--- src/hw/rtl/mmrc_pkg.sv ---
// Shared types, codes and constants for the meter response checker.
package mmrc_pkg;

  localparam int COUNT_BITS  = 32;
  localparam int QUEUE_DEPTH = 2;
  localparam int QPTR_W      = (QUEUE_DEPTH > 1) ? $clog2(QUEUE_DEPTH) : 1;
  localparam int QCNT_W      = $clog2(QUEUE_DEPTH + 1);

  localparam int DATA_LEN = 20;
  localparam int POS_W    = 5;
  localparam int IDX_W    = $clog2(DATA_LEN);
  localparam int CFG_IDX_W  = 3;
  localparam int CFG_DATA_W = 32;
  localparam int RES_W      = 32;

  localparam logic [1:0] ACT_POLL    = 2'd0;
  localparam logic [1:0] ACT_BYTE    = 2'd1;
  localparam logic [1:0] ACT_TIMEOUT = 2'd2;

  localparam logic [2:0] ST_OK          = 3'd0;
  localparam logic [2:0] ST_TIMEOUT     = 3'd1;
  localparam logic [2:0] ST_BAD_HEADER  = 3'd2;
  localparam logic [2:0] ST_CRC         = 3'd3;
  localparam logic [2:0] ST_IMPLAUSIBLE = 3'd4;

  localparam logic [CFG_IDX_W-1:0] CFG_METER_ADDR     = 3'd0;
  localparam logic [CFG_IDX_W-1:0] CFG_MAX_VOLTAGE_DV = 3'd1;
  localparam logic [CFG_IDX_W-1:0] CFG_MAX_CURRENT_MA = 3'd2;
  localparam logic [CFG_IDX_W-1:0] CFG_MAX_POWER_DW   = 3'd3;
  localparam logic [CFG_IDX_W-1:0] CFG_FAIL_LIMIT     = 3'd4;

  localparam logic [15:0] CRC_POLY   = 16'hA001;
  localparam logic [15:0] CRC_INIT   = 16'hFFFF;
  localparam logic [7:0]  FUNC_CODE  = 8'h04;
  localparam logic [7:0]  BYTE_COUNT = 8'd20;
  localparam logic [15:0] ALARM_SET  = 16'hFFFF;
  localparam logic [15:0] FREQ_MIN_DHZ = 16'd400;
  localparam logic [15:0] FREQ_MAX_DHZ = 16'd700;
  localparam logic [15:0] PF_MAX_C     = 16'd100;

  localparam logic [POS_W-1:0] POS_CRC_LOW  = 5'd23;
  localparam logic [POS_W-1:0] POS_CRC_HIGH = 5'd24;
  localparam logic [POS_W-1:0] POS_DATA     = 5'd3;

  typedef struct packed {
    logic [7:0]  meter_addr;
    logic [15:0] max_voltage_dv;
    logic [31:0] max_current_ma;
    logic [31:0] max_power_dw;
    logic [7:0]  fail_limit;
  } cfg_t;

  typedef struct packed {
    logic        timeout;
    logic        header_good;
    logic        crc_ok;
    logic [15:0] voltage;
    logic [31:0] current;
    logic [31:0] power;
    logic [31:0] energy;
    logic [15:0] freq;
    logic [15:0] pf;
    logic        alarm;
  } job_t;

  function automatic logic [15:0] crc_feed(input logic [15:0] crc_in, input logic [7:0] b);
    logic [15:0] c;
    c = crc_in ^ {8'h00, b};
    for (int k = 0; k < 8; k++) begin
      c = c[0] ? ((c >> 1) ^ CRC_POLY) : (c >> 1);
    end
    return c;
  endfunction

endpackage

--- src/hw/rtl/mmrc_front.sv ---
// Front end: frame tracking, CRC, header check and payload capture per byte beat.
module mmrc_front (
  input  logic                  clk,
  input  logic                  rst,
  input  logic                  accept,
  input  logic [1:0]            action,
  input  logic [7:0]            rx_byte,
  input  logic [7:0]            meter_addr,
  output logic                  push,
  output mmrc_pkg::job_t        job
);

  logic [mmrc_pkg::POS_W-1:0] byte_position;
  logic                       frame_active;
  logic [15:0]                running_crc;
  logic                       header_good;
  logic [7:0]                 crc_low_byte;
  logic [7:0]                 payload_bytes [mmrc_pkg::DATA_LEN];

  logic [mmrc_pkg::POS_W-1:0] data_pos;
  logic                       hdr_bad;
  logic [15:0]                r [10];

  assign data_pos = byte_position - mmrc_pkg::POS_DATA;

  always_comb begin
    hdr_bad = ((byte_position == 5'd0) && (rx_byte != meter_addr)) ||
              ((byte_position == 5'd1) && (rx_byte != mmrc_pkg::FUNC_CODE)) ||
              ((byte_position == 5'd2) && (rx_byte != mmrc_pkg::BYTE_COUNT));
  end

  always_comb begin
    for (int i = 0; i < 10; i++) begin
      r[i] = {payload_bytes[2*i], payload_bytes[2*i+1]};
    end
  end

  always_comb begin
    job.timeout     = (action == mmrc_pkg::ACT_TIMEOUT);
    job.header_good = header_good;
    job.crc_ok      = ({rx_byte, crc_low_byte} == running_crc);
    job.voltage     = r[0];
    job.current     = {r[2], r[1]};
    job.power       = {r[4], r[3]};
    job.energy      = {r[6], r[5]};
    job.freq        = r[7];
    job.pf          = r[8];
    job.alarm       = (r[9] == mmrc_pkg::ALARM_SET);
  end

  always_comb begin
    push = 1'b0;
    if (accept && frame_active) begin
      if (action == mmrc_pkg::ACT_TIMEOUT) begin
        push = 1'b1;
      end else if (action == mmrc_pkg::ACT_BYTE && byte_position > mmrc_pkg::POS_CRC_LOW) begin
        push = 1'b1;
      end
    end
  end

  always_ff @(posedge clk) begin
    if (rst) begin
      byte_position <= '0;
      frame_active  <= 1'b0;
      running_crc   <= mmrc_pkg::CRC_INIT;
      header_good   <= 1'b1;
      crc_low_byte  <= '0;
    end else if (accept) begin
      unique case (action)
        mmrc_pkg::ACT_POLL: begin
          byte_position <= '0;
          frame_active  <= 1'b1;
          running_crc   <= mmrc_pkg::CRC_INIT;
          header_good   <= 1'b1;
          crc_low_byte  <= '0;
        end
        mmrc_pkg::ACT_TIMEOUT: begin
          frame_active <= 1'b0;
        end
        mmrc_pkg::ACT_BYTE: begin
          if (frame_active) begin
            if (byte_position < mmrc_pkg::POS_CRC_LOW) begin
              running_crc   <= mmrc_pkg::crc_feed(running_crc, rx_byte);
              if (hdr_bad) begin
                header_good <= 1'b0;
              end
              byte_position <= byte_position + 5'd1;
            end else if (byte_position == mmrc_pkg::POS_CRC_LOW) begin
              crc_low_byte  <= rx_byte;
              byte_position <= mmrc_pkg::POS_CRC_HIGH;
            end else begin
              frame_active  <= 1'b0;
              byte_position <= '0;
            end
          end
        end
        default: begin
        end
      endcase
    end
  end

  always_ff @(posedge clk) begin
    if (accept && action == mmrc_pkg::ACT_BYTE && frame_active &&
        byte_position >= mmrc_pkg::POS_DATA && byte_position < mmrc_pkg::POS_CRC_LOW) begin
      payload_bytes[data_pos[mmrc_pkg::IDX_W-1:0]] <= rx_byte;
    end
  end

endmodule

--- src/hw/rtl/mmrc_queue.sv ---
// Short job queue between front and back.
module mmrc_queue #(
  parameter int DEPTH = mmrc_pkg::QUEUE_DEPTH
) (
  input  logic           clk,
  input  logic           rst,
  input  logic           push,
  input  mmrc_pkg::job_t push_job,
  input  logic           pop,
  output mmrc_pkg::job_t head,
  output logic           empty,
  output logic           full
);

  localparam int PTR_W = (DEPTH > 1) ? $clog2(DEPTH) : 1;
  localparam int CNT_W = $clog2(DEPTH + 1);

  mmrc_pkg::job_t   entries [DEPTH];
  logic [PTR_W-1:0] wr_ptr;
  logic [PTR_W-1:0] rd_ptr;
  logic [CNT_W-1:0] count;

  assign empty = (count == '0);
  assign full  = (count == CNT_W'(DEPTH));
  assign head  = entries[rd_ptr];

  always_ff @(posedge clk) begin
    if (push) begin
      entries[wr_ptr] <= push_job;
    end
  end

  always_ff @(posedge clk) begin
    if (rst) begin
      wr_ptr <= '0;
      rd_ptr <= '0;
      count  <= '0;
    end else begin
      if (push) begin
        wr_ptr <= (wr_ptr == PTR_W'(DEPTH - 1)) ? '0 : wr_ptr + PTR_W'(1);
      end
      if (pop) begin
        rd_ptr <= (rd_ptr == PTR_W'(DEPTH - 1)) ? '0 : rd_ptr + PTR_W'(1);
      end
      if (push && !pop) begin
        count <= count + CNT_W'(1);
      end else if (pop && !push) begin
        count <= count - CNT_W'(1);
      end
    end
  end

endmodule

--- src/hw/rtl/mmrc_back.sv ---
// Back end: judges queued frames, updates readings and counters, holds the result beat.
module mmrc_back #(
  parameter int COUNT_BITS = mmrc_pkg::COUNT_BITS
) (
  input  logic                  clk,
  input  logic                  rst,
  input  mmrc_pkg::cfg_t        cfg,
  input  mmrc_pkg::job_t        job,
  input  logic                  q_empty,
  output logic                  pop,
  output logic                  out_valid,
  input  logic                  out_stall,
  output logic [2:0]            status,
  output logic [15:0]           voltage_dv,
  output logic [31:0]           current_ma,
  output logic [31:0]           power_dw,
  output logic [31:0]           meter_energy,
  output logic [15:0]           freq_dhz,
  output logic [6:0]            power_factor_c,
  output logic                  alarm,
  output logic                  data_valid,
  output logic [COUNT_BITS-1:0] good_count,
  output logic [COUNT_BITS-1:0] fail_count
);

  logic [7:0] consecutive_failures;
  logic [7:0] fail_run_next;
  logic       implausible;
  logic       freq_ok;
  logic [2:0] status_next;

  assign pop = !q_empty && (!out_valid || !out_stall);

  assign freq_ok = (job.freq == 16'd0) ||
                   ((job.freq >= mmrc_pkg::FREQ_MIN_DHZ) && (job.freq <= mmrc_pkg::FREQ_MAX_DHZ));

  assign implausible = (job.voltage > cfg.max_voltage_dv) ||
                       (job.current > cfg.max_current_ma) ||
                       (job.power > cfg.max_power_dw) ||
                       !freq_ok || (job.pf > mmrc_pkg::PF_MAX_C);

  assign fail_run_next = (consecutive_failures == 8'hFF) ? consecutive_failures
                                                         : consecutive_failures + 8'd1;

  always_comb begin
    priority if (job.timeout) begin
      status_next = mmrc_pkg::ST_TIMEOUT;
    end else if (!job.header_good) begin
      status_next = mmrc_pkg::ST_BAD_HEADER;
    end else if (!job.crc_ok) begin
      status_next = mmrc_pkg::ST_CRC;
    end else if (implausible) begin
      status_next = mmrc_pkg::ST_IMPLAUSIBLE;
    end else begin
      status_next = mmrc_pkg::ST_OK;
    end
  end

  always_ff @(posedge clk) begin
    if (rst) begin
      out_valid            <= 1'b0;
      consecutive_failures <= '0;
      data_valid           <= 1'b0;
      good_count           <= '0;
      fail_count           <= '0;
      voltage_dv           <= '0;
      current_ma           <= '0;
      power_dw             <= '0;
      meter_energy         <= '0;
      freq_dhz             <= '0;
      power_factor_c       <= '0;
      alarm                <= 1'b0;
    end else if (pop) begin
      out_valid <= 1'b1;
      status    <= status_next;
      if (status_next == mmrc_pkg::ST_OK) begin
        consecutive_failures <= '0;
        data_valid           <= 1'b1;
        good_count           <= good_count + COUNT_BITS'(1);
        voltage_dv           <= job.voltage;
        current_ma           <= job.current;
        power_dw             <= job.power;
        meter_energy         <= job.energy;
        freq_dhz             <= job.freq;
        power_factor_c       <= job.pf[6:0];
        alarm                <= job.alarm;
      end else begin
        consecutive_failures <= fail_run_next;
        fail_count           <= fail_count + COUNT_BITS'(1);
        if (fail_run_next > cfg.fail_limit) begin
          data_valid <= 1'b0;
        end
      end
    end else if (out_valid && !out_stall) begin
      out_valid <= 1'b0;
    end
  end

endmodule

--- src/hw/rtl/modbus_meter_response_checker_unit.sv ---
// Top level of the meter response checker: configuration registers, front, queue and back.
// Takes one beat per clock (poll start, received byte or response timeout). The front handles
// a beat in the cycle it is taken and writes a closing CRC byte or a timeout into the job
// queue at that edge; the back pops the head job when its result register is free or
// not stalled, judges it and registers the result beat. The input stalls only when the
// two-entry job queue is full, which happens only after the result side has stalled, so the
// sustained rate is one beat a cycle.
module modbus_meter_response_checker_unit #(
  parameter int COUNT_BITS = mmrc_pkg::COUNT_BITS
) (
  input  logic                             clk,
  input  logic                             rst,
  input  logic                             cfg_write,
  input  logic [mmrc_pkg::CFG_IDX_W-1:0]   cfg_index,
  input  logic [mmrc_pkg::CFG_DATA_W-1:0]  cfg_data,
  input  logic                             in_valid,
  output logic                             in_stall,
  input  logic [1:0]                       action,
  input  logic [7:0]                       rx_byte,
  output logic                             out_valid,
  input  logic                             out_stall,
  output logic [2:0]                       status,
  output logic [15:0]                      voltage_dv,
  output logic [31:0]                      current_ma,
  output logic [31:0]                      power_dw,
  output logic [31:0]                      meter_energy,
  output logic [15:0]                      freq_dhz,
  output logic [6:0]                       power_factor_c,
  output logic                             alarm,
  output logic                             data_valid,
  output logic [31:0]                      good_frames,
  output logic [31:0]                      failed_frames
);

  mmrc_pkg::cfg_t         cfg;
  mmrc_pkg::job_t         push_job;
  mmrc_pkg::job_t         head_job;
  logic                   q_push;
  logic                   q_pop;
  logic                   q_empty;
  logic                   q_full;
  logic                   in_accept;
  logic [COUNT_BITS-1:0]  good_count;
  logic [COUNT_BITS-1:0]  fail_count;

  assign in_stall  = q_full;
  assign in_accept = in_valid && !in_stall;

  always_ff @(posedge clk) begin
    if (rst) begin
      cfg.meter_addr     <= 8'd1;
      cfg.max_voltage_dv <= 16'd3000;
      cfg.max_current_ma <= 32'd100000;
      cfg.max_power_dw   <= 32'd250000;
      cfg.fail_limit     <= 8'd5;
    end else if (cfg_write) begin
      unique case (cfg_index)
        mmrc_pkg::CFG_METER_ADDR:     cfg.meter_addr     <= cfg_data[7:0];
        mmrc_pkg::CFG_MAX_VOLTAGE_DV: cfg.max_voltage_dv <= cfg_data[15:0];
        mmrc_pkg::CFG_MAX_CURRENT_MA: cfg.max_current_ma <= cfg_data[31:0];
        mmrc_pkg::CFG_MAX_POWER_DW:   cfg.max_power_dw   <= cfg_data[31:0];
        mmrc_pkg::CFG_FAIL_LIMIT:     cfg.fail_limit     <= cfg_data[7:0];
        default: begin
        end
      endcase
    end
  end

  mmrc_front u_front (
    .clk           (clk),
    .rst           (rst),
    .accept        (in_accept),
    .action        (action),
    .rx_byte       (rx_byte),
    .meter_addr    (cfg.meter_addr),
    .push          (q_push),
    .job           (push_job)
  );

  mmrc_queue #(
    .DEPTH (mmrc_pkg::QUEUE_DEPTH)
  ) u_queue (
    .clk      (clk),
    .rst      (rst),
    .push     (q_push),
    .push_job (push_job),
    .pop      (q_pop),
    .head     (head_job),
    .empty    (q_empty),
    .full     (q_full)
  );

  mmrc_back #(
    .COUNT_BITS (COUNT_BITS)
  ) u_back (
    .clk            (clk),
    .rst            (rst),
    .cfg            (cfg),
    .job            (head_job),
    .q_empty        (q_empty),
    .pop            (q_pop),
    .out_valid      (out_valid),
    .out_stall      (out_stall),
    .status         (status),
    .voltage_dv     (voltage_dv),
    .current_ma     (current_ma),
    .power_dw       (power_dw),
    .meter_energy   (meter_energy),
    .freq_dhz       (freq_dhz),
    .power_factor_c (power_factor_c),
    .alarm          (alarm),
    .data_valid     (data_valid),
    .good_count     (good_count),
    .fail_count     (fail_count)
  );

  assign good_frames   = mmrc_pkg::RES_W'(good_count);
  assign failed_frames = mmrc_pkg::RES_W'(fail_count);

  a_no_push_when_full: assert property (@(posedge clk) disable iff (rst)
    q_push |-> !q_full)
    else $error("job pushed into a full queue");

  a_ok_sets_valid: assert property (@(posedge clk) disable iff (rst)
    (out_valid && status == mmrc_pkg::ST_OK) |-> data_valid)
    else $error("good frame reported without data valid");

  a_counters_hold: assert property (@(posedge clk) disable iff (rst)
    (!q_pop && !rst) |=> ($stable(good_frames) && $stable(failed_frames)))
    else $error("frame counters moved without a judged job");

  a_pop_loads_result: assert property (@(posedge clk) disable iff (rst)
    (q_pop && !rst) |=> out_valid)
    else $error("judged job left no result beat");

endmodule
--- config.mk ---
export PLATFORM = sky130hd
export DESIGN_NAME = modbus_meter_response_checker_unit
export DESIGN_NICKNAME = d
export VERILOG_FILES = /design/src/hw/rtl/mmrc_pkg.sv /design/src/hw/rtl/mmrc_front.sv /design/src/hw/rtl/mmrc_queue.sv /design/src/hw/rtl/mmrc_back.sv /design/src/hw/rtl/modbus_meter_response_checker_unit.sv
export SDC_FILE = /design/constraint.sdc
export NUM_CORES = 1
export LEC_CHECK = 0
export BUFFER_PORTS_ARGS = -buffer_cell sky130_fd_sc_hd__buf_2
export CORE_MARGIN = 2
export CORE_UTILIZATION = 50
export CTS_BUF_LIST = sky130_fd_sc_hd__clkbuf_8 sky130_fd_sc_hd__clkbuf_16
export DETAILED_ROUTE_END_ITERATION = 8
export GPL_ROUTABILITY_DRIVEN = 0
export GPL_TIMING_DRIVEN = 0
export MAX_ROUTING_LAYER = met4
export PLACE_DENSITY = 0.68
export SKIP_LAST_GASP = 1
export SLEW_MARGIN = 15
export SYNTH_ARGS = -nofsm -noshare
export SYNTH_HDL_FRONTEND = slang
export SYNTH_SLANG_ARGS = --single-unit
--- constraint.sdc ---
create_clock -name clk -period 16.39 [get_ports clk]
set_input_delay 0 -clock clk [delete_from_list [all_inputs] [get_ports clk]]
set_output_delay 0 -clock clk [all_outputs]
set_load 0.01 [all_outputs]
==> results.md, run 1 <==
| Stage | Result | Value |
|---|---|---|
| status | Status | complete, no violations |
| detailed routing | Detailed-route wire length per cell | 21.4 um |
| place | HPWL reported at the end of detailed placement | 61,000 um |
| sta | Final critical path time including I/O delays and setup | 7340 ps |
| setup path | Data required time at the worst endpoint | 16,940 ps |
| global routing | Initial antenna violation count | 3 |
| cells and area | Number of inserted filler cells in the final layout | 4,932 |
| job | Number of max-capacitance violations reported | 0 |
| cells and area | Inserted Diodes | 0 |
| clock network | CTS Root Cell | sky130_fd_sc_hd__clkbuf_16 |
| synthesis | Post-synth cell types | 63 |
| sta | Worst max-slew margin expressed relative to the limit | 27.5% |
| detailed routing | Vias/cell | 5.68 |
| detailed routing | Residual antenna-violating net count after detailed routing | 0 |
| cells and area | Layout cell share with drive strength beyond 1 | 18.6% |
| sta | Maximum clock frequency | 0.136 GHz |
| pwr | Static Leakage | 13.6 nW |
| setup path | Worst-path fanout max | 10 |
| die | Die Width | 257 um |
| clock network | Insertion delay of the later-clocked pin in the worst-skew pair | 650 ps |
| clock network | Clock buffer depth | 3 |
| cells and area | Layout area overhead | 18.7% |
| pwr | Highest ir drop seen on vdd | 0.108 mV |
| detailed routing | Post-route DRC violation count | 0 |
| clock network | TritonCTS clock tree | yes |
| setup path | Critical path type | register to register |
| cells and area | Commonest non-fill, non-tap cell in the layout | sky130_fd_sc_hd__nand2_1 |
| worst hold path | Path class of the lowest-slack min-delay path | primary input to register |
| sta | Number of pins exceeding their max-slew limit in the final report | 0 |
| setup path | Most numerous cell on the critical path | sky130_fd_sc_hd__buf_2 |
| clock network | Number of buffers created by CTS | 83 |
| synthesis | Average footprint of a synthesized cell | 11.7 sq um |
| global routing | Grt total ovfl | 0 |
| setup path | Category of cells accounting for the largest share of critical-path delay | buffers and inverters |
| die | Std cell rows | 92 |
| global routing | Pin count of the biggest net entering global routing | 55 |
| sta | Setup repair after global routing missed its margin | no |
| synthesis | Post-Synthesis Net Count | 2,890 |
| detailed routing | Number of detailed-routing iterations run before antenna repair | 8 |
| setup path | Startpoint kind of the worst setup timing path | register |
| place | Count of input and output buffers | 254 |
| sta | Slew of the pin with the lowest slew margin | 1090 ps |
| sta | Setup TNS after final layout | 0 ps |
| synthesis | Number of synthesis warnings | 0 |
| die | Die Height | 257 um |
| synthesis | Instance count of the mapped netlist | 2,742 |
| clock network | CTS HTree Levels | 3 |
| setup path | Kind of end point of the critical path | register |
| place | Instance count after placement with tap cells included | 3,862 |
| cells and area | Core utilization of the finished layout | 60.1% |
| clock network | Num Clock Sinks | 801 |
| clock network | Buffer count from post-CTS setup fixing | 0 |
| cells and area | Final cell count without fillers | 4,069 |
| sta | Final count of hold timing violations | 0 |
| global routing | Global-route wire length before repair | 131,000 um |
| sta | Total of endpoints with negative setup slack in the final report | 0 |
| die | I/O pin total | 256 |
| sta | Skew final | 28.8 ps |
| detailed routing | Total length of routed wires | 87,200 um |
| clock network | Clock slew seen by the registers of the worst setup and hold paths | 60 ps |
| setup path | Cell-by-cell trace of the critical path | buf_2 > buf_2 > buf_2 > clkbuf_1 > buf_1 > mux2i_1 > ha_1 > nand4_1 > nor4_1 > a211oi_1 > a2111oi_4 > nand4b_1 > buf_2 > clkbuf_2 > clkbuf_1 > nand2_1 > a21oi_1 |
| setup path | Delay of the slowest cell on the worst path | 850 ps |
| synthesis | Post-synth top flop | sky130_fd_sc_hd__edfxtp_1 |
| setup path | Worst Path Buf+Inv | 8 |
| pwr | Power density normalized to cell area | 118 nW/um^2 |
| die | Die area | 66,000 sq um |
| die | Starting utilization of the core area | 50.6% |
| cells and area | Most frequent cells in the layout | sky130_fd_sc_hd__nand2_1 (509), sky130_fd_sc_hd__edfxtp_1 (459), sky130_fd_sc_hd__dfxtp_1 (342), sky130_fd_sc_hd__a21oi_1 (285), sky130_fd_sc_hd__buf_2 (280) |
| detailed routing | DRC marker count from the first detailed-route iteration | 2,501 |
| global routing | Vias in the first global route | 22,800 |
| synthesis | Sequential element share of the synthesized area | 64.5% |
| die | Std-Cell Core Area | 63,200 sq um |
| setup path | Data arrival time of the critical path | 7880 ps |
| detailed routing | Total via count in the routed design | 23,100 |
| pwr | Overall power of the completed layout | 4.50 mW |
| cells and area | Final layout net count | 3,302 |
| worst hold path | Hold Startpoint | rx_byte[0] |
| synthesis | Post-synthesis instance area | 32,000 sq um |
| sta | Share of the clock period used by the worst path after layout | 44.8% |
| synthesis | Count of flip-flops with a built-in enable after synthesis | 459 |
| synthesis | Flip-flop and latch count after synthesis | 801 |
| setup path | Slowest cell on the critical path | sky130_fd_sc_hd__clkbuf_1 |
| synthesis | Share of synthesized registers carrying an async set or reset | 0% |
| global routing | Global-route usage over all layers | 26.6% |
## registers in the layout, summed over array words and instances, names as in the netlist, 2 cells and up, named ones only
name,cells
u_queue.entries,296
u_front.payload_bytes,160
cfg,96
u_back.current_ma,32
u_back.fail_count,32
u_back.good_count,32
u_back.meter_energy,32
u_back.power_dw,32
u_back.freq_dhz,16
u_back.voltage_dv,16
u_front.running_crc,16
u_back.consecutive_failures,8
u_front.crc_low_byte,8
u_back.power_factor_c,7
u_front.byte_position,5
u_back.status,3
u_queue.count,2
## final timing paths
kind / end / slack, ps / cells past startpoint
setup / recovery: u_back.power_dw[30]$_SDFFE_PP0P_ / 9050 / 17
hold / removal: u_front.payload_bytes[10][0]$_DFFE_PP_ / 80 / 1
setup reg to reg: u_back.power_dw[30]$_SDFFE_PP0P_ / 9050 / 17
hold reg to reg: u_queue.entries[0][70]$_DFFE_PP_ / 430 / 0
## area by class of cell
type / instances / area (sq um) / share of cell area, %
Sequential cell: 801 / 20600 / 54.3
Multi-Input combinational cell: 1694 / 10400 / 27.3
Clock buffer: 107 / 2470 / 6.51
Timing Repair Buffer: 327 / 2020 / 5.33
Tap cell: 846 / 1060 / 2.79
Buffer: 146 / 606 / 1.59
Clock inverter: 47 / 429 / 1.13
Inverter: 101 / 379 / 0.998
## where the power goes
| part | switching (mW) | internal (mW) | leakage [nW] |
|---|---|---|---|
| logic | 0.266 | 0.162 | 5.22 |
| registers | 0.0144 | 2.13 | 6.89 |
| clock network | 0.804 | 1.13 | 1.50 |
## metrics by stage
stage                     cell area [sq um]  hold slack [ps]  worst slack [ps]
after detailed placement              34600              266              9100
after global placement                34300              264             -1480
after global routing                  38000             44.8              8910
after CTS                             38000             33.2              9040
final                                 38000             75.5              9050
after floorplan                       32000             98.9              4570
## cell families after synthesis
family          share of synthesized area (%)
fa+ha+maj                                3.83
flops                                    64.5
mux                                      5.07
compound gates                           8.72
buf+inv                                  3.07
xor+xnor                                 1.56
simple gates                             13.3
## repair_timing
| action | CTS | global route |
|---|---|---|
| gates resized for setup | 0 | 0 |
| endpoints found under the setup margin | 0 | 0 |
| hold endpoints to repair | 158 | 0 |
| hold buffers | 53 | 0 |
## Yosys cell counts, drive strengths merged, types with 12 or more instances
cell	n	share of area, %
nand2	509	6.0
edfxtp	459	43
dfxtp	342	21
a21oi	285	4.5
mux2	136	4.8
clkbuf	107	1.3
nor2	107	1.3
inv	101	1.2
ha	98	3.8
nand3	59	0.92
nand4	53	1.0
o21ai	50	0.78
xnor2	45	1.2
buf	39	0.63
or4	30	0.70
nor3	29	0.45
o211ai	29	0.68
and3	20	0.39
nor4	20	0.49
o31ai	20	0.47
or2	19	0.37
o41ai	18	0.49
nor2b	17	0.33
o311ai	16	0.44
and2	13	0.25
xor2	12	0.33
## metal layers
layer  track usage (%)  up-vias  share of wire (%)
li1                  -    10700                  -
met1              34.0    11300                 42
met2              43.3      978                 48
met3              3.78      180                6.7
met4              9.82        0                3.4
met5                 -        -                  0
(Power assumes the default switching activity.)
==> run 2: changes to the inputs <==
- clock period: 16.39 -> 6.8 ns (I/O delays scaled with it)
==> run 2 against run 1 <==
- sequential power grew 140%
- sequential cell count unchanged
- design area fell by 0.65%
- worst setup slack worse by 8800 ps
- critical path depth shrank 1
- critical endpoint is now u_back.power_factor_c[3]$_SDFFE_PP0P_
- worst hold slack got worse by 45 ps
- clock power rose by 130%
- global-route usage grew 0.089 points
- critical path type unchanged
- die area stayed put
==> results.md, run 2 (synthesis gave the netlist of run 1 again) <==
| Stage | Result | Value |
|---|---|---|
| status | Status | complete, no violations |
| clock network | Number of buffers created by CTS | 83 |
| die | Starting utilization of the core area | 50.6% |
| cells and area | Layout area overhead | 18.0% |
| worst hold path | Number of instances on the worst hold path | 1 |
| pwr | Static Leakage | 13.5 nW |
| pwr | Net switching fraction of the power | 24.5% |
| setup path | Data arrival time of the critical path | 7130 ps |
| setup path | Worst Path Buf+Inv | 7 |
| setup path | Worst-path fanout max | 19 |
| die | Std cell rows | 92 |
| sta | Skew final | 38.1 ps |
| clock network | CTS HTree Levels | 3 |
| sta | Final setup margin | 218 ps |
| global routing | Initial antenna violation count | 2 |
| cells and area | Commonest non-fill, non-tap cell in the layout | sky130_fd_sc_hd__nand2_1 |
| sta | Maximum clock frequency | 0.152 GHz |
| worst hold path | End point of the worst hold path | u_front.payload_bytes[13][3]$_DFFE_PP_ |
| setup path | Startpoint kind of the worst setup timing path | register |
| setup path | Slowest cell on the critical path | sky130_fd_sc_hd__buf_1 |
| sta | Setup TNS after final layout | 0 ps |
| worst hold path | Path class of the lowest-slack min-delay path | primary input to register |
| pwr | Internal Pwr Total | 8.01 mW |
| clock network | Num Clock Sinks | 801 |
| worst hold path | Hold Startpoint | rx_byte[3] |
| clock network | Clock buffer depth | 3 |
| pwr | Share of total power in combinational logic | 9.7% |
| detailed routing | Residual antenna-violating net count after detailed routing | 0 |
| setup path | Worst r2r path cells | 16 |
| setup path | Worst reg2reg setup slack | 220 ps |
| global routing | Met1 usage | 33.9% |
| global routing | Global-route wire length before repair | 132,000 um |
| die | Die Width | 257 um |
| cells and area | Final design instance area without fill | 37,700 sq um |
| clock network | CTS Root Cell | sky130_fd_sc_hd__clkbuf_16 |
| pwr | Net load switching power | 2.60 mW |
| sta | Number of pins exceeding their max-slew limit in the final report | 0 |
| global routing | Grt total ovfl | 0 |
| sta | Slew of the pin with the lowest slew margin | 1150 ps |
| place | Placed Instance Area | 34,600 sq um |
| sta | Share of the clock period used by the worst path after layout | 96.8% |
| global routing | Most crowded layer after global routing | met2 |
| setup path | Data required time at the worst endpoint | 7340 ps |
| pwr | Register share of total power | 48.7% |
| sta | Final count of hold timing violations | 0 |
| pwr | Highest ir drop seen on vdd | 0.217 mV |
| sta | Final critical path time including I/O delays and setup | 6580 ps |
| clock network | Clock slew seen by the registers of the worst setup and hold paths | 60 ps |
| pwr | Power density normalized to cell area | 281 nW/um^2 |
| place | HPWL reported at the end of detailed placement | 61,000 um |
| detailed routing | Post-route DRC violation count | 0 |
| setup path | Category of cells accounting for the largest share of critical-path delay | buffers and inverters |
| setup path | Cell-by-cell trace of the critical path | buf_2 > buf_2 > buf_2 > buf_1 > mux2i_1 > ha_1 > nand4_1 > nor4_1 > a211oi_1 > a2111oi_4 > nand4b_1 > buf_2 > clkbuf_2 > clkbuf_1 > nand2_1 > a21oi_1 |
| global routing | Vias in the first global route | 23,000 |
| cells and area | Flip-flop count of the largest register after layout | 296 |
| sta | Worst Hold Slack | 31.0 ps |
| setup path | Critical path type | register to register |
| sta | Setup repair after global routing missed its margin | no |
| clock network | Buffer count from post-CTS setup fixing | 0 |
| clock network | Insertion delay of the later-clocked pin in the worst-skew pair | 650 ps |
| global routing | Global-route met3 utilization | 3.66% |
| sta | Worst max-slew margin expressed relative to the limit | 22.9% |
| cells and area | Most frequent cells in the layout | sky130_fd_sc_hd__nand2_1 (509), sky130_fd_sc_hd__edfxtp_1 (459), sky130_fd_sc_hd__dfxtp_1 (342), sky130_fd_sc_hd__a21oi_1 (285), sky130_fd_sc_hd__buf_2 (280) |
| global routing | GR met2 Demand/Resource | 43.5% |
| setup path | Delay of the slowest cell on the worst path | 770 ps |
| global routing | Global-route usage over all layers | 26.7% |
| cells and area | Final layout net count | 3,289 |
| detailed routing | Total via count in the routed design | 23,100 |
| detailed routing | Number of detailed-routing iterations run before antenna repair | 6 |
| setup path | Most numerous cell on the critical path | sky130_fd_sc_hd__buf_2 |
| die | I/O pin total | 256 |
| die | Die Height | 257 um |
| setup path | Worst flop-to-flop path endpoint | u_back.power_factor_c[3]$_SDFFE_PP0P_ |
| pwr | Overall power of the completed layout | 10.6 mW |
| detailed routing | Detailed-route wire length per cell | 21.4 um |
| detailed routing | Total length of routed wires | 87,000 um |
| detailed routing | Vias/cell | 5.69 |
| cells and area | Largest reg by FF count | u_queue.entries |
| global routing | Pin count of the biggest net entering global routing | 54 |
| cells and area | Layout cell share with drive strength beyond 1 | 18.2% |
| detailed routing | DRC marker count from the first detailed-route iteration | 2,132 |
| job | Number of max-capacitance violations reported | 0 |
| die | Std-Cell Core Area | 63,200 sq um |
| place | Setup WS pre-CTS | -1020 ps |
| place | Count of input and output buffers | 254 |
| pwr | Clock network fraction of total power | 41.6% |
| die | Die area | 66,000 sq um |
| sta | Total of endpoints with negative setup slack in the final report | 0 |
| setup path | Kind of end point of the critical path | register |
| clock network | TritonCTS clock tree | yes |
-- run 2: layout make-up --
class,count,area [sq um]
fill,5000,25500
sequential,801,20600
multi-input combinational,1694,10400
clock buffer,91,2190
timing repair buffer,315,1980
tap,846,1060
buffer,145,603
clock inverter,64,509
inverter,101,379
antenna,1,2.50
-- run 2: timing repair --
action | CTS | global route
endpoints found under the hold margin | 160 | 0
hold buffers | 49 | 0
endpoints found under the setup margin | 128 | 4
gates cloned | 0 | 0
resized for setup | 1 | 2
-- run 2: routing by layer --
metal  wire length, um  up-vias
met5                 0        -
met4              3030        0
met3              5720      192
met2             42000      894
met1             36300    11300
li1                  -    10700
-- run 2: worst register-to-register path, delay by kind of cell (launching register included) --
family / cells / cell delay, ps
buf+inv: 7 / 3320
compound gates: 3 / 1170
mux: 1 / 630
simple gates: 4 / 590
flops: 1 / 410
fa+ha+maj: 1 / 350
-- run 2: stage by stage --
stage               cells  util (%)
detailed placement   3854      54.7
global placement     3842      54.3
CTS                  4057      59.7
finish               4058      59.7
floorplan            2742         -
global route         4058      59.7
-- run 2: how the worst max path moves through the flow --
stage	startpoint	to	slack [ps]	depth (start not counted)
3_5_place_dp	register	u_back.power_dw[29]$_SDFFE_PP0P_	-1020	17
4_1_cts	register	u_back.power_dw[29]$_SDFFE_PP0P_	70	16
6_report	register	u_back.power_factor_c[3]$_SDFFE_PP0P_	220	16
2_1_floorplan	u_front.byte_position[0]$_SDFFE_PP0P_	u_queue.entries[1][0]$_DFFE_PP_	1630	7
3_3_place_gp	register	u_back.meter_energy[2]$_SDFFE_PP0P_	-810	17
5_1_grt	register	u_back.power_factor_c[3]$_SDFFE_PP0P_	3	17
-- run 2: power by group through the flow --
stage	logic [mW]	registers [mW]	clock network, mW
5_1_grt	1.11	5.17	4.67
4_1_cts	1.02	5.16	4.47
3_5_place_dp	0.994	5.27	0
3_3_place_gp	0.962	5.27	0
2_1_floorplan	0.637	5.26	0
6_report	1.03	5.17	4.42
